===== src/hw/rtl/ngh_pkg.sv =====
// Package for the noise gate / high-pass filter core: sample and coefficient widths,
// register indexes, reset values and the structs shared by the top level and datapath.
// No dependencies.
`default_nettype none

package ngh_pkg;

   // Sample and coefficient formats
   localparam int SAMPLE_BITS     = 16;
   localparam int ALPHA_FRAC_BITS = 16;
   localparam int THRESH_BITS     = 16;

   // Derived datapath widths
   localparam int STATE_BITS = SAMPLE_BITS + 2;                    // filter output state
   localparam int ACC_BITS   = SAMPLE_BITS + 3;                    // y_prev + x - x_prev
   localparam int PROD_BITS  = ACC_BITS + ALPHA_FRAC_BITS + 1;     // acc * alpha
   localparam int CMP_BITS   = (SAMPLE_BITS + 1 > THRESH_BITS + 1) ?
                               (SAMPLE_BITS + 1) : (THRESH_BITS + 1);

   // Control/status port
   localparam int CSR_DATA_BITS  = (THRESH_BITS > ALPHA_FRAC_BITS) ?
                                   THRESH_BITS : ALPHA_FRAC_BITS;
   localparam int CSR_INDEX_BITS = 2;

   typedef enum logic [CSR_INDEX_BITS-1:0] {
      CSR_GATE_ENABLE    = 2'd0,
      CSR_GATE_THRESHOLD = 2'd1,
      CSR_FILTER_ENABLE  = 2'd2,
      CSR_FILTER_ALPHA   = 2'd3
   } csr_index_type;

   localparam logic [THRESH_BITS-1:0]     GATE_THRESHOLD_RESET = THRESH_BITS'(33);
   localparam logic [ALPHA_FRAC_BITS-1:0] FILTER_ALPHA_RESET   = ALPHA_FRAC_BITS'(65092);

   typedef struct packed {
      logic                       gate_enable;
      logic [THRESH_BITS-1:0]     gate_threshold;
      logic                       filter_enable;
      logic [ALPHA_FRAC_BITS-1:0] filter_alpha;
   } ngh_cfg_type;

   typedef struct packed {
      logic signed [SAMPLE_BITS-1:0] last_in;
      logic signed [STATE_BITS-1:0]  last_out;
   } ngh_state_type;

endpackage

`default_nettype wire


===== src/hw/rtl/noise_gate_highpass_filter_core.sv =====
// Top level of the noise gate / high-pass filter core: handshake pipeline,
// control registers and filter state. Depends on ngh_pkg and ngh_datapath.
`default_nettype none

// Usage
//  - req channel: one signed audio sample per transaction, taken at a rising edge
//    with req_valid high and req_stall low.
//  - rsp channel: one gated, filtered and clipped sample per transaction, taken
//    at a rising edge with rsp_valid high and rsp_stall low. Order is preserved.
//  - csr port: write gate_enable (0), gate_threshold (1), filter_enable (2) or
//    filter_alpha (3) with csr_write_en; write only while no transaction is in
//    flight. Writing either filter register clears the filter history.
//  - Path: a sample accepted on req loads the input register, then moves to the
//    result register, from which it is taken on rsp.
//  - Throughput: one transaction per cycle while rsp_stall is low. The filter
//    recursion is combinational, a single 19x17 multiply, round and saturate.
//  - Stall: a stalled result holds in the result register while the input
//    register still takes one more sample; req_stall rises only when both are
//    full and rsp_stall is high.
//  - Reset (synchronous, active high): empties both stages, loads register
//    defaults (gate off, threshold 33, filter off, alpha 65092) and zeroes
//    the filter history.

module noise_gate_highpass_filter_core import ngh_pkg::*; (
   input  logic                          clock,
   input  logic                          reset,

   input  logic                          req_valid,
   output logic                          req_stall,
   input  logic signed [SAMPLE_BITS-1:0] req_sample_in,

   output logic                          rsp_valid,
   input  logic                          rsp_stall,
   output logic signed [SAMPLE_BITS-1:0] rsp_sample_out,

   input  logic                          csr_write_en,
   input  logic [CSR_INDEX_BITS-1:0]     csr_index,
   input  logic [CSR_DATA_BITS-1:0]      csr_wdata
);

   ngh_cfg_type                   cfg_ff, cfg_in;
   ngh_state_type                 state_ff, state_in, state_next;
   logic                          s1_valid_ff, s1_valid_in;
   logic signed [SAMPLE_BITS-1:0] s1_sample_ff;
   logic                          rsp_valid_ff, rsp_valid_in;
   logic signed [SAMPLE_BITS-1:0] rsp_sample_ff;
   logic signed [SAMPLE_BITS-1:0] dp_sample_out;
   logic                          out_adv;
   logic                          s1_fire;
   logic                          req_accept;
   logic                          filter_clear;

   // Handshake: result register advances when empty or drained
   assign out_adv    = !rsp_valid_ff || !rsp_stall;
   assign s1_fire    = s1_valid_ff && out_adv;
   assign req_stall  = s1_valid_ff && !out_adv;
   assign req_accept = req_valid && !req_stall;

   assign s1_valid_in  = req_accept || (s1_valid_ff && !s1_fire);
   assign rsp_valid_in = s1_fire || (rsp_valid_ff && !out_adv);

   // Control register writes
   always_comb begin
      cfg_in       = cfg_ff;
      filter_clear = 1'b0;
      if (csr_write_en) begin
         case (csr_index)
            CSR_GATE_ENABLE: begin
               cfg_in.gate_enable = csr_wdata[0];
            end
            CSR_GATE_THRESHOLD: begin
               cfg_in.gate_threshold = csr_wdata[THRESH_BITS-1:0];
            end
            CSR_FILTER_ENABLE: begin
               cfg_in.filter_enable = csr_wdata[0];
               filter_clear         = 1'b1;
            end
            CSR_FILTER_ALPHA: begin
               cfg_in.filter_alpha = csr_wdata[ALPHA_FRAC_BITS-1:0];
               filter_clear        = 1'b1;
            end
            default: begin
               cfg_in = cfg_ff;
            end
         endcase
      end
   end

   // Filter history: clear on filter writes, advance only when the filter runs
   always_comb begin
      state_in = state_ff;
      if (filter_clear) begin
         state_in = '0;
      end else if (s1_fire && cfg_ff.filter_enable) begin
         state_in = state_next;
      end
   end

   ngh_datapath u_datapath (
      .cfg        (cfg_ff),
      .state      (state_ff),
      .sample     (s1_sample_ff),
      .sample_out (dp_sample_out),
      .next_state (state_next)
   );

   always_ff @(posedge clock) begin
      if (reset) begin
         s1_valid_ff           <= 1'b0;
         rsp_valid_ff          <= 1'b0;
         cfg_ff.gate_enable    <= 1'b0;
         cfg_ff.gate_threshold <= GATE_THRESHOLD_RESET;
         cfg_ff.filter_enable  <= 1'b0;
         cfg_ff.filter_alpha   <= FILTER_ALPHA_RESET;
         state_ff              <= '0;
      end else begin
         s1_valid_ff  <= s1_valid_in;
         rsp_valid_ff <= rsp_valid_in;
         cfg_ff       <= cfg_in;
         state_ff     <= state_in;
      end
   end

   // Payload registers: load on their stage's transfer
   always_ff @(posedge clock) begin
      if (req_accept) begin
         s1_sample_ff <= req_sample_in;
      end
      if (s1_fire) begin
         rsp_sample_ff <= dp_sample_out;
      end
   end

   assign rsp_valid      = rsp_valid_ff;
   assign rsp_sample_out = rsp_sample_ff;

`ifndef SYNTH
   localparam logic signed [STATE_BITS-1:0] ST_LIMIT = STATE_BITS'((1 << (SAMPLE_BITS + 1)) - 1);
   localparam logic signed [SAMPLE_BITS-1:0] SMP_MOST_NEG = {1'b1, {(SAMPLE_BITS - 1){1'b0}}};

   // Back-pressure only when both stages hold a transaction
   a_stall_full: assert property (@(posedge clock) disable iff (reset)
      req_stall |-> (s1_valid_ff && rsp_valid_ff))
      else $error("req_stall raised with a free stage");

   // Filter register writes leave a cleared history
   a_filter_clear: assert property (@(posedge clock) disable iff (reset)
      (csr_write_en && (csr_index == CSR_FILTER_ENABLE || csr_index == CSR_FILTER_ALPHA))
      |=> (state_ff == '0))
      else $error("filter history not cleared after filter register write");

   // History holds while the filter is off and no register is written
   a_state_hold: assert property (@(posedge clock) disable iff (reset)
      (!cfg_ff.filter_enable && !csr_write_en) |=> $stable(state_ff))
      else $error("filter history changed while filter disabled");

   // Stored output stays within the saturation range
   a_state_range: assert property (@(posedge clock) disable iff (reset)
      (state_ff.last_out <= ST_LIMIT) && (state_ff.last_out >= -ST_LIMIT))
      else $error("filter history outside saturation range");

   // Clip never lets the most negative code through
   a_clip: assert property (@(posedge clock) disable iff (reset)
      rsp_valid_ff |-> (rsp_sample_ff != SMP_MOST_NEG))
      else $error("output sample not clipped");
`endif

endmodule

`default_nettype wire


===== src/hw/rtl/ngh_datapath.sv =====
// Combinational per-sample datapath: noise gate, first-order high-pass filter step,
// rounding, state saturation and output clip. Depends on ngh_pkg.
`default_nettype none

module ngh_datapath import ngh_pkg::*; (
   input  ngh_cfg_type                   cfg,
   input  ngh_state_type                 state,
   input  logic signed [SAMPLE_BITS-1:0] sample,
   output logic signed [SAMPLE_BITS-1:0] sample_out,
   output ngh_state_type                 next_state
);

   localparam int YW = PROD_BITS + 1 - ALPHA_FRAC_BITS;

   localparam logic signed [PROD_BITS:0]  RND_HALF = (PROD_BITS + 1)'(1) << (ALPHA_FRAC_BITS - 1);
   localparam logic signed [YW-1:0]  ST_MAX_W = YW'((1 << (SAMPLE_BITS + 1)) - 1);
   localparam logic signed [YW-1:0]  ST_MIN_W = -ST_MAX_W;
   localparam logic signed [STATE_BITS-1:0] SMP_MAX_W = STATE_BITS'((1 << (SAMPLE_BITS - 1)) - 1);
   localparam logic signed [STATE_BITS-1:0] SMP_MIN_W = -SMP_MAX_W;

   logic signed [CMP_BITS-1:0]        x_ext;
   logic [CMP_BITS-1:0]               mag;
   logic                              gate_hit;
   logic signed [SAMPLE_BITS-1:0]     gated;
   logic signed [ACC_BITS-1:0]        acc;
   logic signed [ALPHA_FRAC_BITS:0]   alpha_s;
   logic signed [PROD_BITS-1:0]       prod;
   logic signed [PROD_BITS:0]         rnd;
   logic signed [YW-1:0]              y_full;
   logic signed [STATE_BITS-1:0]      y_sat;
   logic signed [STATE_BITS-1:0]      pre_clip;
   logic signed [STATE_BITS-1:0]      clipped;

   // Gate: magnitude of the most negative sample is one past the positive max
   assign x_ext    = CMP_BITS'(sample);
   assign mag      = x_ext[CMP_BITS-1] ? CMP_BITS'(-x_ext) : CMP_BITS'(x_ext);
   assign gate_hit = cfg.gate_enable && (mag < CMP_BITS'(cfg.gate_threshold));
   assign gated    = gate_hit ? '0 : sample;

   // Filter step: y = round(alpha * (y_prev + x - x_prev)), ties toward +inf
   assign acc     = ACC_BITS'(state.last_out) + ACC_BITS'(gated) - ACC_BITS'(state.last_in);
   assign alpha_s = signed'({1'b0, cfg.filter_alpha});
   assign prod    = acc * alpha_s;
   assign rnd     = (PROD_BITS + 1)'(prod) + RND_HALF;
   assign y_full  = signed'(rnd[PROD_BITS:ALPHA_FRAC_BITS]);

   always_comb begin
      if (y_full > ST_MAX_W) begin
         y_sat = STATE_BITS'(ST_MAX_W);
      end else if (y_full < ST_MIN_W) begin
         y_sat = STATE_BITS'(ST_MIN_W);
      end else begin
         y_sat = STATE_BITS'(y_full);
      end
   end

   // Output clip to the symmetric sample range
   assign pre_clip = cfg.filter_enable ? y_sat : STATE_BITS'(gated);

   always_comb begin
      if (pre_clip > SMP_MAX_W) begin
         clipped = SMP_MAX_W;
      end else if (pre_clip < SMP_MIN_W) begin
         clipped = SMP_MIN_W;
      end else begin
         clipped = pre_clip;
      end
   end

   assign sample_out          = clipped[SAMPLE_BITS-1:0];
   assign next_state.last_in  = gated;
   assign next_state.last_out = y_sat;

endmodule

`default_nettype wire


===== config.mk =====
export PLATFORM = sky130hd
export DESIGN_NAME = noise_gate_highpass_filter_core
export DESIGN_NICKNAME = d
export VERILOG_FILES = /design/src/hw/rtl/ngh_pkg.sv /design/src/hw/rtl/noise_gate_highpass_filter_core.sv /design/src/hw/rtl/ngh_datapath.sv
export SDC_FILE = /design/constraint.sdc
export NUM_CORES = 1
export LEC_CHECK = 0
export BUFFER_PORTS_ARGS = -buffer_cell sky130_fd_sc_hd__buf_4
export CAP_MARGIN = 30
export CORE_MARGIN = 2
export CORE_UTILIZATION = 40
export DETAILED_ROUTE_END_ITERATION = 8
export SLEW_MARGIN = 20
export SYNTH_ARGS = -nofsm -noshare
export SYNTH_HDL_FRONTEND = slang
export SYNTH_HIERARCHICAL = 1
export SYNTH_SLANG_ARGS = --single-unit

===== constraint.sdc =====
create_clock -name clock -period 31.1 [get_ports clock]
set_clock_uncertainty 0.05 [all_clocks]
set_input_delay 4.665 -clock clock [delete_from_list [all_inputs] [get_ports clock]]
set_output_delay 4.665 -clock clock [all_outputs]
set_load 0.05 [all_outputs]

==> metrics.md <==
| Metric | Value |
|---|---|
| Status | `complete, no violations` |
| Async SR Flop Fraction | `0%` |
| Cts hold-fix bufs | `0` |
| Fin worst setup slack | `between 15000 and 20000 ps` |
| Port buffer count | `56` |
| Max Fclk | `68.80 MHz` |
| Hold endpoint | `cfg_ff[20]` |
| Worst-path clk slew | `80 ps` |
| Critical Path RT | `31160 ps` |
| Num CTS Buffers | `9` |
| Routed Antenna Nets | `0` |
| Post-synthesis cell type count | `84` |
| Synth top area cells | `fa_1 33%, ha_1 9.8%, inv_1 9.5%, dfxtp_1 7.3%, and2_1 5.5%` |
| Clk buf depth | `2` |
| Arr. time, crit path | `14600 ps` |
| Root buf cell | `clkbuf_16` |
| Unrepaired setup endpoints after global routing | `false` |
| Type of origin of the critical path | `register` |
| Initial DRC Count | `844` |
| Die ar. | `49480 um^2` |
| Max Cap Violations | `0` |
| Layout Area Growth over Synthesis | `6.922%` |
| Via count | `14810` |
| Critical path class | `reg -> reg` |
| Number of flops mapped to enable cells by yosys | `32` |
| Area share of the largest cell type after synthesis | `33.25%` |
| Initial antenna violation count | `1` |
| Fin crit share | `46.74%` |
| Share of cells above drive strength 1 | `between 7 and 8%` |
| Largest net degree at the start of global routing | `51` |
| Final setup vio count | `0` |
| Cell taking the most area after synthesis | `fa_1` |
| First-pass GRT wire length | `between 80000 and 90000 um` |
| Hold WC Path Type | `reg -> reg` |
| Post-cts resize count | `0` |
| CTS tree | `built` |
| Synthesized netlist cell count | `2214` |
| Row count | `80` |
| R2r startpoint | `s1_sample_ff[2]` |
| Initial Util | `40.23%` |
| # DRC | `0` |
| Tightest Pin Transition | `990.9 ps` |
| Hpwl dp | `approximately 40000 um` |
| CP startpoint | `s1_sample_ff[2]` |
| Total iterations of the first detailed-routing run | `6` |
| Fill count | `4800` |
| Crit Path Max Fanout | `18` |
| R2R Setup Slk | `between 15000 and 20000 ps` |
| Nets@finish | `2713` |
| R2R cell count | `47` |
| Slowest stage delay, CP | `~740 ps` |
| Slowest cell on the critical path | `o211ai_1` |
| Vias/cell | `5.238` |
| Setup TNS | `0 ps` |
| Post-route minimum period | `approximately 15000 ps` |
| Fin. Hold Viols | `0` |
| Crit path top cell by count | `fa_1` |
| Antenna diodes | `0` |
| Post-CTS Repair Setup Buffers | `0` |
| Width of the chip | `roughly 220 um` |
| Synth Flop Type | `dfxtp_1` |
| Hold Path Cell Cnt | `2` |
| Synthesized Nets | `2719` |
| CTS Sinks | `102` |
| Reg-to-reg endpoint | `rsp_sample_out[13]` |
| Pre-CTS setup slack | `16700 ps` |
| Netlist Area Pre-Place | `19090 um^2` |
| Final Max Tran Viols | `0` |
| Placer congestion estimate | `between 0.9 and 1` |
| Overflow after GRT | `0` |
| Chip height | `between 200 and 250 um` |
| Sequential share of the synthesized area | `roughly 12%` |
| Overall Global Routing Usage | `20.40%` |
| Synthesized flop and latch total | `102` |
| Mean Syn Cell Area | `roughly 8.6 um^2` |
| Total core area | `47450 um^2` |
| Min-Delay Startpoint | `cfg_ff[20]` |
| Rel. slew slack | `33.85%` |
| Yosys Warn Count | `6` |
| Routed wire per std cell | `17.12 um` |
| Worst skew pair latency | `360 ps` |
| CP endpoint kind | `register` |
| Number of I/O pins | `57` |
| DRT Wirelength | `roughly 48000 um` |
| Vias in the first global route | `about 16000` |
| H-tree levels | `3` |
==> cell usage after synthesis, types with 11 or more instances <==
cell type,number
edfxtp_1,32
xnor2_1,41
o21ai_1,11
clkbuf_1,64
o21a_1,11
a211oi_1,11
inv_1,485
dfxtp_1,70
nand3_1,54
fa_1,317
buf_2,23
o21ai_0,64
a21o_1,32
and2_1,169
ha_1,149
nor3_1,38
a21oi_1,97
mux2i_1,14
xor2_1,22
nand2_1,232
nor2_1,59
and3_1,20
nand2b_1,27
a21oi_2,19
==> cell families (layout without fill, tap and decap cells) <==
kind of cell               count (synthesis)  after routing  synth area share, %
and+or+nand+nor                          651            651                17.30
muxes                                     22             22                1.206
xor gates and xnor gates                  63             63                2.891
adders and majority gates                466            466                43.01
AOI/OAI and AO/OA                        322            322                11.06
DFF                                      102            102                12.38
buffers and inverters                    588            587                12.15
==> cell usage in the layout (no fill, tap or decap), drive strengths merged, types with 6 or more instances in the layout <==
| cell type | instances |
|---|---|
| buf | 84 |
| xnor2 | 41 |
| edfxtp | 32 |
| ha | 149 |
| and3 | 21 |
| fa | 317 |
| nand3 | 55 |
| inv | 488 |
| mux2 | 8 |
| o21ai | 75 |
| a21oi | 118 |
| nor2 | 60 |
| o21bai | 7 |
| nand4 | 9 |
| o31a | 7 |
| a21o | 33 |
| a31oi | 7 |
| a211oi | 12 |
| nor3 | 39 |
| dfxtp | 70 |
| o21a | 11 |
| mux2i | 14 |
| xor2 | 22 |
| and2 | 169 |
| or3 | 6 |
| clkbuf | 10 |
| o211ai | 10 |
| nand2b | 27 |
| nand2 | 237 |
==> how the worst max path moves through the flow <==
stage	to	slack (ps)	cells after the start
6_report	rsp_sample_out[13]	16560	47
5_1_grt	rsp_sample_out[10]	15540	47
4_1_cts	rsp_sample_out[3]	16670	47
3_5_place_dp	rsp_sample_out[13]	16700	47
3_3_place_gp	rsp_sample_out[10]	16710	46
2_1_floorplan	rsp_sample_out[0]	18900	52
==> worst max-delay path: cells and delay by family (launching register included) <==
family	cells	cell delay, ps
flip-flops	1	460
adder cells (fa/ha/maj)	11	5000
XOR/XNOR	1	110
AND/OR/NAND/NOR	13	2820
buffers and inverters	4	260
AO/OA/AOI/OAI	18	5600
==> registers in the layout, summed over array words and instances (netlist names), named ones only <==
name,flops
s1_sample_ff,16
s1_valid_ff,1
cfg_ff,34
state_ff,34
rsp_sample_out,16
==> layer usage <==
| layer | vias to the layer above | routed length, um | global-route usage, % | part of all wire, % |
|---|---|---|---|---|
| met5 | - | 0 | 0 | 0 |
| li1 | 6873 | - | - | - |
| met2 | 382 | 24390 | 36.67 | 50 |
| met1 | 7480 | 20940 | 26.32 | 43 |
| met4 | 0 | 1291 | 5.910 | 2.7 |
| met3 | 77 | 1777 | 1.534 | 3.7 |
==> layout make-up <==
cell class                      instances  area, um^2  share of cell area [%]
Multi-Input combinational cell       1524       14460                   70.84
Sequential cell                       102        2362                   11.57
Inverter                              487        1831                   8.969
Tap cell                              615       769.5                   3.770
Timing Repair Buffer                   84       691.9                   3.390
Clock buffer                           10       229.0                   1.122
Clock inverter                          6       67.56                  0.3310
==> per-stage QoR <==
stage	utilization (%)	std cells	hold slack (ps)	cell area (um^2)
floorplan	-	2214	386.3	19090
global placement	42.13	2804	400.8	19990
detailed placement	42.29	2808	397.5	20060
CTS	42.91	2824	407.2	20360
global route	43.02	2828	426.1	20410
finish	43.02	2828	403.8	20410
Power is not shown: default switching activity piles up to over one toggle a cycle in this logic, so the estimate is an artifact.
